**src/hw/rtl/unsigned_alu_add_sub_mul_div_fact_assert.svh**
```systemverilog
// ----------------------------------------------------------------------------
// Assertion macros for the unsigned ALU
// Property wrappers that compile away when SYNTHESIS is defined.
// ----------------------------------------------------------------------------
`ifndef UNSIGNED_ALU_ADD_SUB_MUL_DIV_FACT_ASSERT_SVH
`define UNSIGNED_ALU_ADD_SUB_MUL_DIV_FACT_ASSERT_SVH

`ifndef SYNTHESIS
// Same-cycle implication, sampled on the rising clock, off during reset.
`define UALU_ASSERT_IMPL(label, ante, cons) \
  label: assert property (@(posedge clk_i) disable iff (!rst_ni) (ante) |-> (cons)) \
    else $error("ALU assertion failed");
// Next-cycle implication, sampled on the rising clock, off during reset.
`define UALU_ASSERT_NEXT(label, ante, cons) \
  label: assert property (@(posedge clk_i) disable iff (!rst_ni) (ante) |=> (cons)) \
    else $error("ALU assertion failed");
`else
`define UALU_ASSERT_IMPL(label, ante, cons)
`define UALU_ASSERT_NEXT(label, ante, cons)
`endif

`endif

```
**src/hw/rtl/ualu_pkg.sv**
```systemverilog
// ----------------------------------------------------------------------------
// Unsigned ALU package
// Field widths, opcodes, status codes and control types shared by the ALU.
// ----------------------------------------------------------------------------
package ualu_pkg;

  // Fixed field widths of the stream items.
  localparam int unsigned FIELD_W   = 48;
  localparam int unsigned OP_W      = 3;
  localparam int unsigned STAT_W    = 2;
  localparam int unsigned S_TDATA_W = 104;
  localparam int unsigned M_TDATA_W = 104;

  // Default datapath width.
  localparam int unsigned WIDTH_DEF = 48;

  // The factorial product is zero modulo 2^W before k passes W plus this.
  localparam int unsigned FACT_MARGIN = 8;

  // Operation codes.
  typedef enum logic [OP_W-1:0] {
    OP_ADD  = 3'd0,
    OP_SUB  = 3'd1,
    OP_MUL  = 3'd2,
    OP_DIV  = 3'd3,
    OP_FACT = 3'd4
  } op_e;

  // Status codes.
  typedef enum logic [STAT_W-1:0] {
    ST_OK   = 2'd0,
    ST_NEG  = 2'd1,
    ST_DIV0 = 2'd2
  } status_e;

  // Modes of the serial multiply/divide unit.
  typedef enum logic {
    U_MUL = 1'b0,
    U_DIV = 1'b1
  } umode_e;

  // Top-level sequencer states.
  typedef enum logic [2:0] {
    S_IDLE,
    S_CALC,
    S_UNIT,
    S_FCHK,
    S_FWAIT,
    S_DONE
  } state_e;

  // Request to the serial unit.
  typedef struct packed {
    logic   start;
    umode_e mode;
  } unit_req_t;

endpackage

```
**src/hw/rtl/ualu_serial.sv**
```systemverilog
// ----------------------------------------------------------------------------
// Serial multiply/divide unit
// Shift-add multiply modulo 2^W and restoring divide, one bit per cycle.
// ----------------------------------------------------------------------------
module ualu_serial #(
  parameter int unsigned W = ualu_pkg::WIDTH_DEF
) (
  input  logic                clk_i,
  input  logic                rst_ni,
  input  ualu_pkg::unit_req_t req_i,
  input  logic [W-1:0]        x_i,
  input  logic [W-1:0]        y_i,
  output logic                done_o,
  output logic [W-1:0]        res_o,
  output logic [W-1:0]        rem_o
);
  import ualu_pkg::*;

  localparam int unsigned CW = $clog2(W);

  logic [W-1:0]  hi_q, hi_d;
  logic [W-1:0]  lo_q, lo_d;
  logic [W-1:0]  opnd_q, opnd_d;
  logic [CW-1:0] cnt_q, cnt_d;
  logic          busy_q, busy_d;
  logic          done_q, done_d;
  umode_e        mode_q, mode_d;

  logic [W-1:0]  addend;
  logic [W:0]    trial;
  logic [W+1:0]  diff;
  logic          fits;

  // One iteration: add the shifted multiplicand, or try one divisor subtract.
  always_comb begin
    addend = lo_q[0] ? opnd_q : '0;
    trial  = {hi_q, lo_q[W-1]};
    diff   = {1'b0, trial} - {2'b00, opnd_q};
    fits   = ~diff[W+1];

    hi_d   = hi_q;
    lo_d   = lo_q;
    opnd_d = opnd_q;
    cnt_d  = cnt_q;
    busy_d = busy_q;
    mode_d = mode_q;
    done_d = 1'b0;

    if (req_i.start) begin
      hi_d   = '0;
      mode_d = req_i.mode;
      busy_d = 1'b1;
      cnt_d  = CW'(W - 1);
      if (req_i.mode == U_MUL) begin
        lo_d   = y_i;
        opnd_d = x_i;
      end else begin
        lo_d   = x_i;
        opnd_d = y_i;
      end
    end else if (busy_q) begin
      if (mode_q == U_MUL) begin
        hi_d   = hi_q + addend;
        lo_d   = lo_q >> 1;
        opnd_d = opnd_q << 1;
      end else begin
        hi_d   = fits ? diff[W-1:0] : trial[W-1:0];
        lo_d   = {lo_q[W-2:0], fits};
      end
      cnt_d = cnt_q - 1'b1;
      if (cnt_q == '0) begin
        busy_d = 1'b0;
        done_d = 1'b1;
      end
    end
  end

  // Control state.
  always_ff @(posedge clk_i or negedge rst_ni) begin
    if (!rst_ni) begin
      busy_q <= 1'b0;
      done_q <= 1'b0;
      mode_q <= U_MUL;
      cnt_q  <= '0;
    end else begin
      busy_q <= busy_d;
      done_q <= done_d;
      mode_q <= mode_d;
      cnt_q  <= cnt_d;
    end
  end

  // Shift registers of the datapath.
  always_ff @(posedge clk_i) begin
    hi_q   <= hi_d;
    lo_q   <= lo_d;
    opnd_q <= opnd_d;
  end

  assign done_o = done_q;
  assign res_o  = (mode_q == U_MUL) ? hi_q : lo_q;
  assign rem_o  = hi_q;

endmodule

```
**src/hw/rtl/unsigned_alu_add_sub_mul_div_fact.sv**
```systemverilog
// Add, subtract and unused opcodes are computed in S_CALC and loaded into the output register from S_DONE;
// multiply and divide go through the serial unit, one bit per cycle, between S_CALC and S_DONE.
// Factorial runs up to about WIDTH + 3 multiplies in the serial unit.
// One item is in work at a time; the serial unit sets the rate. A finished result waits in
// the output register while the next item is accepted and computed.
// Reset clears the sequencer and valid flags at once; there is no clearing pass.
// ----------------------------------------------------------------------------
// Unsigned integer ALU
// Add, subtract, multiply, divide with remainder and factorial on a stream.
// ----------------------------------------------------------------------------
`include "unsigned_alu_add_sub_mul_div_fact_assert.svh"

module unsigned_alu_add_sub_mul_div_fact #(
  parameter int unsigned WIDTH = ualu_pkg::WIDTH_DEF
) (
  input  logic                           clk_i,
  input  logic                           rst_ni,
  input  logic                           s_axis_tvalid_i,
  output logic                           s_axis_tready_o,
  // op [2:0], operand_a [50:3], operand_b [98:51], zero fill above
  input  logic [ualu_pkg::S_TDATA_W-1:0] s_axis_tdata_i,
  output logic                           m_axis_tvalid_o,
  input  logic                           m_axis_tready_i,
  // value [47:0], remainder [95:48], status [97:96], zero fill above
  output logic [ualu_pkg::M_TDATA_W-1:0] m_axis_tdata_o
);
  import ualu_pkg::*;

  localparam int unsigned KW    = $clog2(WIDTH + FACT_MARGIN + 1);
  localparam int unsigned PAD_W = M_TDATA_W - 2 * FIELD_W - STAT_W;

  state_e      state_q, state_d;
  op_e         op_q;
  logic [WIDTH-1:0] a_q, b_q;
  logic [WIDTH-1:0] res_val_q, res_val_d;
  logic [WIDTH-1:0] res_rem_q, res_rem_d;
  status_e          res_st_q, res_st_d;
  logic [KW-1:0]    k_q, k_d;

  logic             out_valid_q, out_valid_d;
  logic [FIELD_W-1:0] out_val_q, out_rem_q;
  status_e          out_st_q;

  logic             in_acc;
  logic             out_load;
  logic [WIDTH:0]   sub_diff;
  logic             k_past_n;
  logic             prod_zero;

  unit_req_t        unit_req;
  logic [WIDTH-1:0] unit_x, unit_y;
  logic             unit_done;
  logic [WIDTH-1:0] unit_res, unit_rem;

  assign in_acc    = s_axis_tvalid_i && s_axis_tready_o;
  assign out_load  = (state_q == S_DONE) && (!out_valid_q || m_axis_tready_i);
  assign sub_diff  = {1'b0, a_q} - {1'b0, b_q};
  assign k_past_n  = ((a_q >> KW) == '0) && (a_q[KW-1:0] < k_q);
  assign prod_zero = (res_val_q == '0);

  // Serial multiply/divide unit shared by multiply, divide and factorial.
  ualu_serial #(
    .W(WIDTH)
  ) u_serial (
    .clk_i  (clk_i),
    .rst_ni (rst_ni),
    .req_i  (unit_req),
    .x_i    (unit_x),
    .y_i    (unit_y),
    .done_o (unit_done),
    .res_o  (unit_res),
    .rem_o  (unit_rem)
  );

  // Next state of the sequencer.
  always_comb begin
    state_d = state_q;
    case (state_q)
      S_IDLE: begin
        if (in_acc) state_d = S_CALC;
      end
      S_CALC: begin
        case (op_q)
          OP_MUL:  state_d = S_UNIT;
          OP_DIV:  state_d = (b_q == '0) ? S_DONE : S_UNIT;
          OP_FACT: state_d = S_FCHK;
          default: state_d = S_DONE;
        endcase
      end
      S_UNIT: begin
        if (unit_done) state_d = S_DONE;
      end
      S_FCHK: begin
        state_d = (k_past_n || prod_zero) ? S_DONE : S_FWAIT;
      end
      S_FWAIT: begin
        if (unit_done) state_d = S_FCHK;
      end
      S_DONE: begin
        if (out_load) state_d = S_IDLE;
      end
      default: state_d = S_IDLE;
    endcase
  end

  // Sequencer outputs: handshake and serial unit requests.
  always_comb begin
    s_axis_tready_o = 1'b0;
    unit_req.start  = 1'b0;
    unit_req.mode   = U_MUL;
    unit_x          = a_q;
    unit_y          = b_q;
    case (state_q)
      S_IDLE: begin
        s_axis_tready_o = 1'b1;
      end
      S_CALC: begin
        unit_req.start = (op_q == OP_MUL) || ((op_q == OP_DIV) && (b_q != '0));
        unit_req.mode  = (op_q == OP_DIV) ? U_DIV : U_MUL;
      end
      S_FCHK: begin
        unit_req.start = !(k_past_n || prod_zero);
        unit_x         = res_val_q;
        unit_y         = WIDTH'(k_q);
      end
      default: begin
        s_axis_tready_o = 1'b0;
      end
    endcase
  end

  // Result registers: direct results, serial unit results, factorial product.
  always_comb begin
    res_val_d = res_val_q;
    res_rem_d = res_rem_q;
    res_st_d  = res_st_q;
    k_d       = k_q;
    case (state_q)
      S_CALC: begin
        res_val_d = '0;
        res_rem_d = '0;
        res_st_d  = ST_OK;
        case (op_q)
          OP_ADD: res_val_d = a_q + b_q;
          OP_SUB: begin
            if (sub_diff[WIDTH]) res_st_d = ST_NEG;
            else res_val_d = sub_diff[WIDTH-1:0];
          end
          OP_DIV: begin
            if (b_q == '0) res_st_d = ST_DIV0;
          end
          OP_FACT: begin
            res_val_d = WIDTH'(1);
            k_d       = KW'(2);
          end
          default: res_val_d = '0;
        endcase
      end
      S_UNIT: begin
        if (unit_done) begin
          res_val_d = unit_res;
          res_rem_d = (op_q == OP_DIV) ? unit_rem : '0;
        end
      end
      S_FWAIT: begin
        if (unit_done) begin
          res_val_d = unit_res;
          k_d       = k_q + 1'b1;
        end
      end
      default: k_d = k_q;
    endcase
  end

  // Output slot: free when empty or being taken this cycle.
  always_comb begin
    out_valid_d = out_valid_q;
    if (out_load) out_valid_d = 1'b1;
    else if (m_axis_tready_i) out_valid_d = 1'b0;
  end

  // Control registers.
  always_ff @(posedge clk_i or negedge rst_ni) begin
    if (!rst_ni) begin
      state_q     <= S_IDLE;
      out_valid_q <= 1'b0;
    end else begin
      state_q     <= state_d;
      out_valid_q <= out_valid_d;
    end
  end

  // Operand, result and output payload registers.
  always_ff @(posedge clk_i) begin
    if (in_acc) begin
      op_q <= op_e'(s_axis_tdata_i[OP_W-1:0]);
      a_q  <= WIDTH'(s_axis_tdata_i[OP_W +: FIELD_W]);
      b_q  <= WIDTH'(s_axis_tdata_i[OP_W + FIELD_W +: FIELD_W]);
    end
    res_val_q <= res_val_d;
    res_rem_q <= res_rem_d;
    res_st_q  <= res_st_d;
    k_q       <= k_d;
    if (out_load) begin
      out_val_q <= FIELD_W'(res_val_q);
      out_rem_q <= FIELD_W'(res_rem_q);
      out_st_q  <= res_st_q;
    end
  end

  assign m_axis_tvalid_o = out_valid_q;
  assign m_axis_tdata_o  = {{PAD_W{1'b0}}, out_st_q, out_rem_q, out_val_q};

  // Checks on the sequencer and the results.
  `UALU_ASSERT_NEXT(a_accept_to_calc, s_axis_tvalid_i && s_axis_tready_o, state_q == S_CALC)
  `UALU_ASSERT_IMPL(a_done_while_waiting, unit_done, state_q == S_UNIT || state_q == S_FWAIT)
  `UALU_ASSERT_IMPL(a_div0_gives_zero, m_axis_tvalid_o && out_st_q == ST_DIV0, out_val_q == '0 && out_rem_q == '0)
  `UALU_ASSERT_IMPL(a_neg_gives_zero, m_axis_tvalid_o && out_st_q == ST_NEG, out_val_q == '0 && out_rem_q == '0)

endmodule

```
**config.mk**
```make
export PLATFORM = sky130hd
export DESIGN_NAME = unsigned_alu_add_sub_mul_div_fact
export DESIGN_NICKNAME = d
export VERILOG_FILES = /design/src/hw/rtl/ualu_pkg.sv /design/src/hw/rtl/ualu_serial.sv /design/src/hw/rtl/unsigned_alu_add_sub_mul_div_fact.sv
export VERILOG_INCLUDE_DIRS = /design/src /design/src/hw/rtl
export SDC_FILE = /design/constraint.sdc
export NUM_CORES = 1
export LEC_CHECK = 0
export ABC_AREA = 0
export BUFFER_PORTS_ARGS = -buffer_cell sky130_fd_sc_hd__buf_4
export CORE_UTILIZATION = 57
export CTS_BUF_LIST = sky130_fd_sc_hd__clkbuf_8
export CTS_CLUSTER_DIAMETER = 40
export DETAILED_ROUTE_END_ITERATION = 12
export PLACE_DENSITY = 0.87
export SYNTH_ARGS = -nofsm -noshare
export SYNTH_HDL_FRONTEND = slang
export SYNTH_SLANG_ARGS = --single-unit
```
**constraint.sdc**
```tcl
create_clock -name clk_i -period 14.57 [get_ports clk_i]
set_input_delay 1.457 -clock clk_i [delete_from_list [all_inputs] [get_ports clk_i]]
set_output_delay 1.457 -clock clk_i [all_outputs]
set_load 0.05 [all_outputs]
```
# After elaboration in Yosys (flattened, before gate mapping)
# Cells that the tools add are included.
# Widths: inputs -> output; s select.
dict set report word_totals {
  ff_bits 458
  latchBits 0
  ram_bits 0
  mem_bits_ro 0
  inputBits 108
  out_inout_bits 106
  wordCells 119
  memories 0
}
dict set report op_classes {
  addsub 6
  n_mul 0
  n_div 0
  n_lt_le_gt_ge 1
  eq_ne 16
  shift 0
  muxes 49
  bitwise_logic 1
  reduce_logical 27
}
# op n
set op_table {}
lappend op_table {{$mux 48} 18}
lappend op_table {{$pmux 48 s2} 2}
lappend op_table {{$logic_not 48->1} 3}
lappend op_table {{$pmux 48 s3} 1}
lappend op_table {{$add 48x48->48} 2}
lappend op_table {{$sub 49x48->50} 1}
lappend op_table {{$sub 48x48->49} 1}
lappend op_table {{$reduce_bool 48->1} 1}
lappend op_table {{$mux 6} 4}
lappend op_table {{$pmux 3 s6} 1}
lappend op_table {{$mux 3} 5}
lappend op_table {{$mux 1} 13}
lappend op_table {{$eq 3x2->1 const B} 4}
lappend op_table {{$pmux 6 s2} 1}
lappend op_table {{$ne 2x1->1 const B} 5}
lappend op_table {{$reduce_bool 2->1} 5}
lappend op_table {{$eq 3x3->1 const B} 3}
lappend op_table {{$pmux 3 s3} 1}
lappend op_table {{$add 6x1->6 const B} 1}
lappend op_table {{$eq 3x1->1 const B} 2}
lappend op_table {{$logic_not 3->1} 2}
lappend op_table {{$logic_not 6->1} 1}
lappend op_table {{$lt 6x6->1} 1}
lappend op_table {{$reduce_and 2->1} 3}
lappend op_table {{12 further kinds} 19}

# Depth between registers and ports, before layout
dict set report depth {
  word_depth 7
  ltp_mapped 16
  mapped_depth_nobuf 15
}

# Modules after synthesis
# A second synthesis with hierarchy kept.
dict set report unflattened {
  hier_cells 3490
  hier_area_um2 32421.1
}
# mod instances cells_each area_per_inst_um2 seq_area_each_um2
set by_module_without_submodules {}
lappend by_module_without_submodules {unsigned_alu_add_sub_mul_div_fact 1 1618 17648.2 9138.8}
lappend by_module_without_submodules {ualu_serial 1 1872 14772.9 4068.9}

# Worst setup path after synthesis
# OpenSTA, ideal clock, no wires.
dict set report synth_path {
  kind {input port to flip-flop}
  from {in m_axis_tready_i}
  to {reg out_rem_q[0] (enable)}
  setup_time_ns 0.556
  arrival_ns 5.615
  required_ns 14.014
  path_slack_ns 8.400
  cell_stages 2
  path_buffers 0
  path_cell_list {nor2b_1 nor2_1}
}
dict set report synth_via {
  elab_chain_len 2
}
# item line_no
set synth_rtl {}
lappend synth_rtl {{start, declared} unsigned_alu_add_sub_mul_div_fact.sv:23} ;# input logic m_axis_tready_i,
lappend synth_rtl {{$logic_or 1x1->1} unsigned_alu_add_sub_mul_div_fact.sv:56} ;# assign out_load = (state_q == S_DONE) && (!out_valid_q || m_axis_tready_i);
lappend synth_rtl {{$logic_and 1x1->1} unsigned_alu_add_sub_mul_div_fact.sv:56}
lappend synth_rtl {{named net out_load} unsigned_alu_add_sub_mul_div_fact.sv:45} ;# logic out_load;
lappend synth_rtl {{end signal, assigned} unsigned_alu_add_sub_mul_div_fact.sv:206} ;# out_rem_q <= FIELD_W'(res_rem_q);
lappend synth_rtl {{end, declared} unsigned_alu_add_sub_mul_div_fact.sv:41} ;# logic [FIELD_W-1:0] out_val_q, out_rem_q;
# The timed path passes the listed nets, and every way through them passes these cells.
# A chain may end at the register's enable or synchronous reset.

# Worst setup path after layout
dict set report layout_path {
  from {reg a_q[42]}
  to {reg u_serial.hi_q[38] (netlist: u_serial.rem_o[38])}
}
dict set report layout_via {
  elab_chain_len 5
}
# item line_no
set layout_rtl {}
lappend layout_rtl {{start, declared} unsigned_alu_add_sub_mul_div_fact.sv:34} ;# logic [WIDTH-1:0] a_q, b_q;
lappend layout_rtl {{start signal, assigned} unsigned_alu_add_sub_mul_div_fact.sv:197} ;# a_q <= WIDTH'(s_axis_tdata_i[OP_W +: FIELD_W]);
lappend layout_rtl {{$logic_not 48->1} unsigned_alu_add_sub_mul_div_fact.sv:58} ;# assign k_past_n = ((a_q >> KW) == '0) && (a_q[KW-1:0] < k_q);
lappend layout_rtl {{$logic_and 1x1->1} unsigned_alu_add_sub_mul_div_fact.sv:58}
lappend layout_rtl {{$logic_or 1x1->1} unsigned_alu_add_sub_mul_div_fact.sv:122} ;# unit_req.start = !(k_past_n || prod_zero);
lappend layout_rtl {{$logic_not 1->1} unsigned_alu_add_sub_mul_div_fact.sv:122}
lappend layout_rtl {{$pmux 1 s2} unsigned_alu_add_sub_mul_div_fact.sv:113} ;# case (state_q)
lappend layout_rtl {{end signal, assigned} ualu_serial.sv:95} ;# hi_q <= hi_d;
lappend layout_rtl {{end, declared} ualu_serial.sv:21} ;# logic [W-1:0] hi_q, hi_d;
# No other way between the ends.

==> impl_results.md <==
* Outcome: complete, no violations
* Routed Antenna Nets at 0
* Final WL at between 90000 and 100000 um
* Syn Inst Count at between 3000 and 4000
* M1 GR Usage at a little under half
* CTS buffer count at 87
* Data required time of the worst path at ~15000 ps
* Dominant cells by area after synthesis: edfxtp_1, ha_1, a21oi_1
* Post-synth top area cell: edfxtp_1
* Root Driver: clkbuf_8
* Die Wd at about 240 um
* Final min period at 5240 ps
* Final setup vio count at 0
* Seq pwr share at just under 30%
* Max frequency at about 0.19 GHz
* Crit end category: flip-flop
* Placed cell area at 33000 sq um
* Post-CTS setup buffer count at 0
* DRC viols at 0
* Combinational Power Share at 56.2%
* Cell row count at 85
* Skew final at about 44 ps
* Layout cells sized above 1 at about 12%
* Vias in the first global route at ~24000
* Max cap viols at 0
* Post-Route Setup TNS at 0 ps
* Pint at 4.89 mW
* Leak at about 14 nW
* CTS Buffer Depth at 3
* First-pass GRT wire length at approximately 140000 um
* Mean Syn Cell Area at 9.42 sq um
* Crit share post-route at 36.0%
* GRT Total Usage at about 32%
* Post-cts resize count at 0
* Slew @ Worst Pin at approximately 1300 ps
* Initial antenna violation count at 3
* Die span in y at between 200 and 250 um
* IO Pins at 214
* Switching Share at 47.8%
* Synth top area share at between 30% and 40%
* Worst VDD drop at ~0.14 mV
* Critical path type: reg2reg
* Vias per cell at between 6 and 7
* Worst Hold Class: reg2reg
* Power per cell area at ~270 nW/um^2
* Met3 usage at roughly 6.6%
* Sequential-to-total area share from yosys stat at a little over two fifths
* Vias at around 27000
* GPL Wtd Cong at a little under 1
* Pin count of the biggest net entering global routing at 104
* DR iter-0 viols at 3685
* CTS Hold Bufs at 0
* GR Util met2 at around 47%
* H-tree Lvls at 3
* Synthesized flop and latch total at roughly 460
* Number of enable flip-flop cells after synthesis at 397
* Max-slew violations at 0
* Average wire per standard cell at approximately 22 um
* Drt pass-1 iters at 8
* Commonest register cell after synthesis: edfxtp_1
* Gr busiest metal: met2
* Ys async rst share at 2.84%
* IO Port Bufs at about 200
* Area delta synth->final at 11.9%
* Final hold vios at 0
* Worst-path clk slew at roughly 60 ps
* Grt ovf at 0
* Core area at 53800 sq um
* CTS tree: built
* Worst path arrival time at about 6000 ps
* Post-DP HPWL at ~70000 um
* Clock insertion delay at the later pin of the skew report at 720 ps
* Clock Power Share at between 10% and 20%
* Die ar. at approximately 56000 sq um
* CP Max Fanout at 85
* RSZ-0062 raised after global routing: false
* Worst hold margin at 411 ps
* Synthesized cell area at between 30000 and 40000 sq um
* Post-Layout Inst Area at approximately 35000 sq um
* Final #Nets at 3731
* Slew HR at roughly 15%
* Commonest cells after routing, fill and taps aside: edfxtp_1, a21oi_1, nor2_1, nand2_1, o21ai_0
* Synth Warn # at 0
* Commonest non-fill, non-tap cell in the layout: edfxtp_1
* Initial Util at 57.8%
* CP startpoint kind: flip-flop
* Psw at approximately 4.5 mW
* Distinct cell type count after synthesis at 86
* CTS sink cnt at 458
[cells by family (layout without fill, tap and decap cells)]
group | count (synthesis) | in the layout | synth area share, %
other | 1 | 8 | 0.0121
and+or+nand+nor | 901 | 901 | 13.7
adders and majority gates | 202 | 202 | 8.22
xor gates and xnor gates | 106 | 106 | 2.99
AOI/OAI and AO/OA | 1097 | 1097 | 22.8
muxes | 157 | 157 | 5.08
buffers and inverters | 378 | 563 | 4.72
DFF | 458 | 458 | 42.5
[per-layer routing]
metal	wire length (um)	share of wire (%)	up-vias
li1	-	-	12608
met1	38400	42	12538
met2	38400	42	1578
met3	10800	12	208
met4	3430	3.8	2
met5	16	0.018	-
[worst max-delay path: stages (launching register included)]
cell	delay, ps
edfxtp_1	510
nor4_1	970
nand4_1	180
a2111oi_0	520
nor2_1	170
a22oi_2	210
buf_4	400
buf_4	720
nor2b_1	210
buf_4	320
inv_2	480
o221ai_1	370
[synthesized netlist by cell type (all sizes together), types with 35 or more instances]
library cell,instances
and2,101
nand3,35
clkbuf,170
nand2,236
nor3,51
edfxtp,397
a311oi,44
o22ai,44
o211ai,37
a21o,69
nor2,284
dfxtp,48
a21oi,339
ha,198
xnor2,71
nand4,43
xor2,35
o21bai,45
mux2i,150
o21ai,239
inv,179
nor4,41
[power groups by stage]
stage	Clock (mW)	Sequential (mW)	Combinational, mW
finish	1.33	2.78	5.27
global route	1.41	2.81	5.77
CTS	1.35	2.74	5.16
detailed placement	0	2.76	5.11
global placement	0	2.75	5.03
floorplan	0	2.69	3.81
[cell type report]
cell class,count,area (sq um)
Clock buffer,91,1250
Sequential cell,458,13200
Antenna cell,2,5.00
Timing Repair Buffer,226,1700
Fill cell,4393,19000
Tap cell,696,871
Inverter,179,672
Multi-Input combinational cell,2469,16500
Clock inverter,67,574
[final timing paths]
path / from / to / slack, ps / cells after the start
min: res_rem_q[13] / out_rem_q[13] / 410 / 0
max reg2reg: a_q[42] / u_serial.rem_o[38] / 9330 / 11
max: a_q[42] / u_serial.rem_o[38] / 9330 / 11
max in group asynchronous: rst_ni / u_serial.mode_q / 13750 / 1
min reg2reg: res_rem_q[13] / out_rem_q[13] / 410 / 0
min in group asynchronous: rst_ni / state_q[0] / 590 / 1
[per-stage QoR]
| stage | instances | util [%] | setup slack, ps | power [mW] |
|---|---|---|---|---|
| 6_report | 4188 | 64.7 | 9330 | 9.38 |
| 4_1_cts | 4185 | 64.7 | 9410 | 9.25 |
| 3_3_place_gp | 4027 | 61.3 | 9480 | 7.78 |
| 2_1_floorplan | 3305 | - | 8400 | 6.50 |
| 5_1_grt | 4188 | 64.7 | 9150 | 9.99 |
| 3_5_place_dp | 4027 | 61.3 | 9450 | 7.87 |
Power figures use the tool's default switching activity.
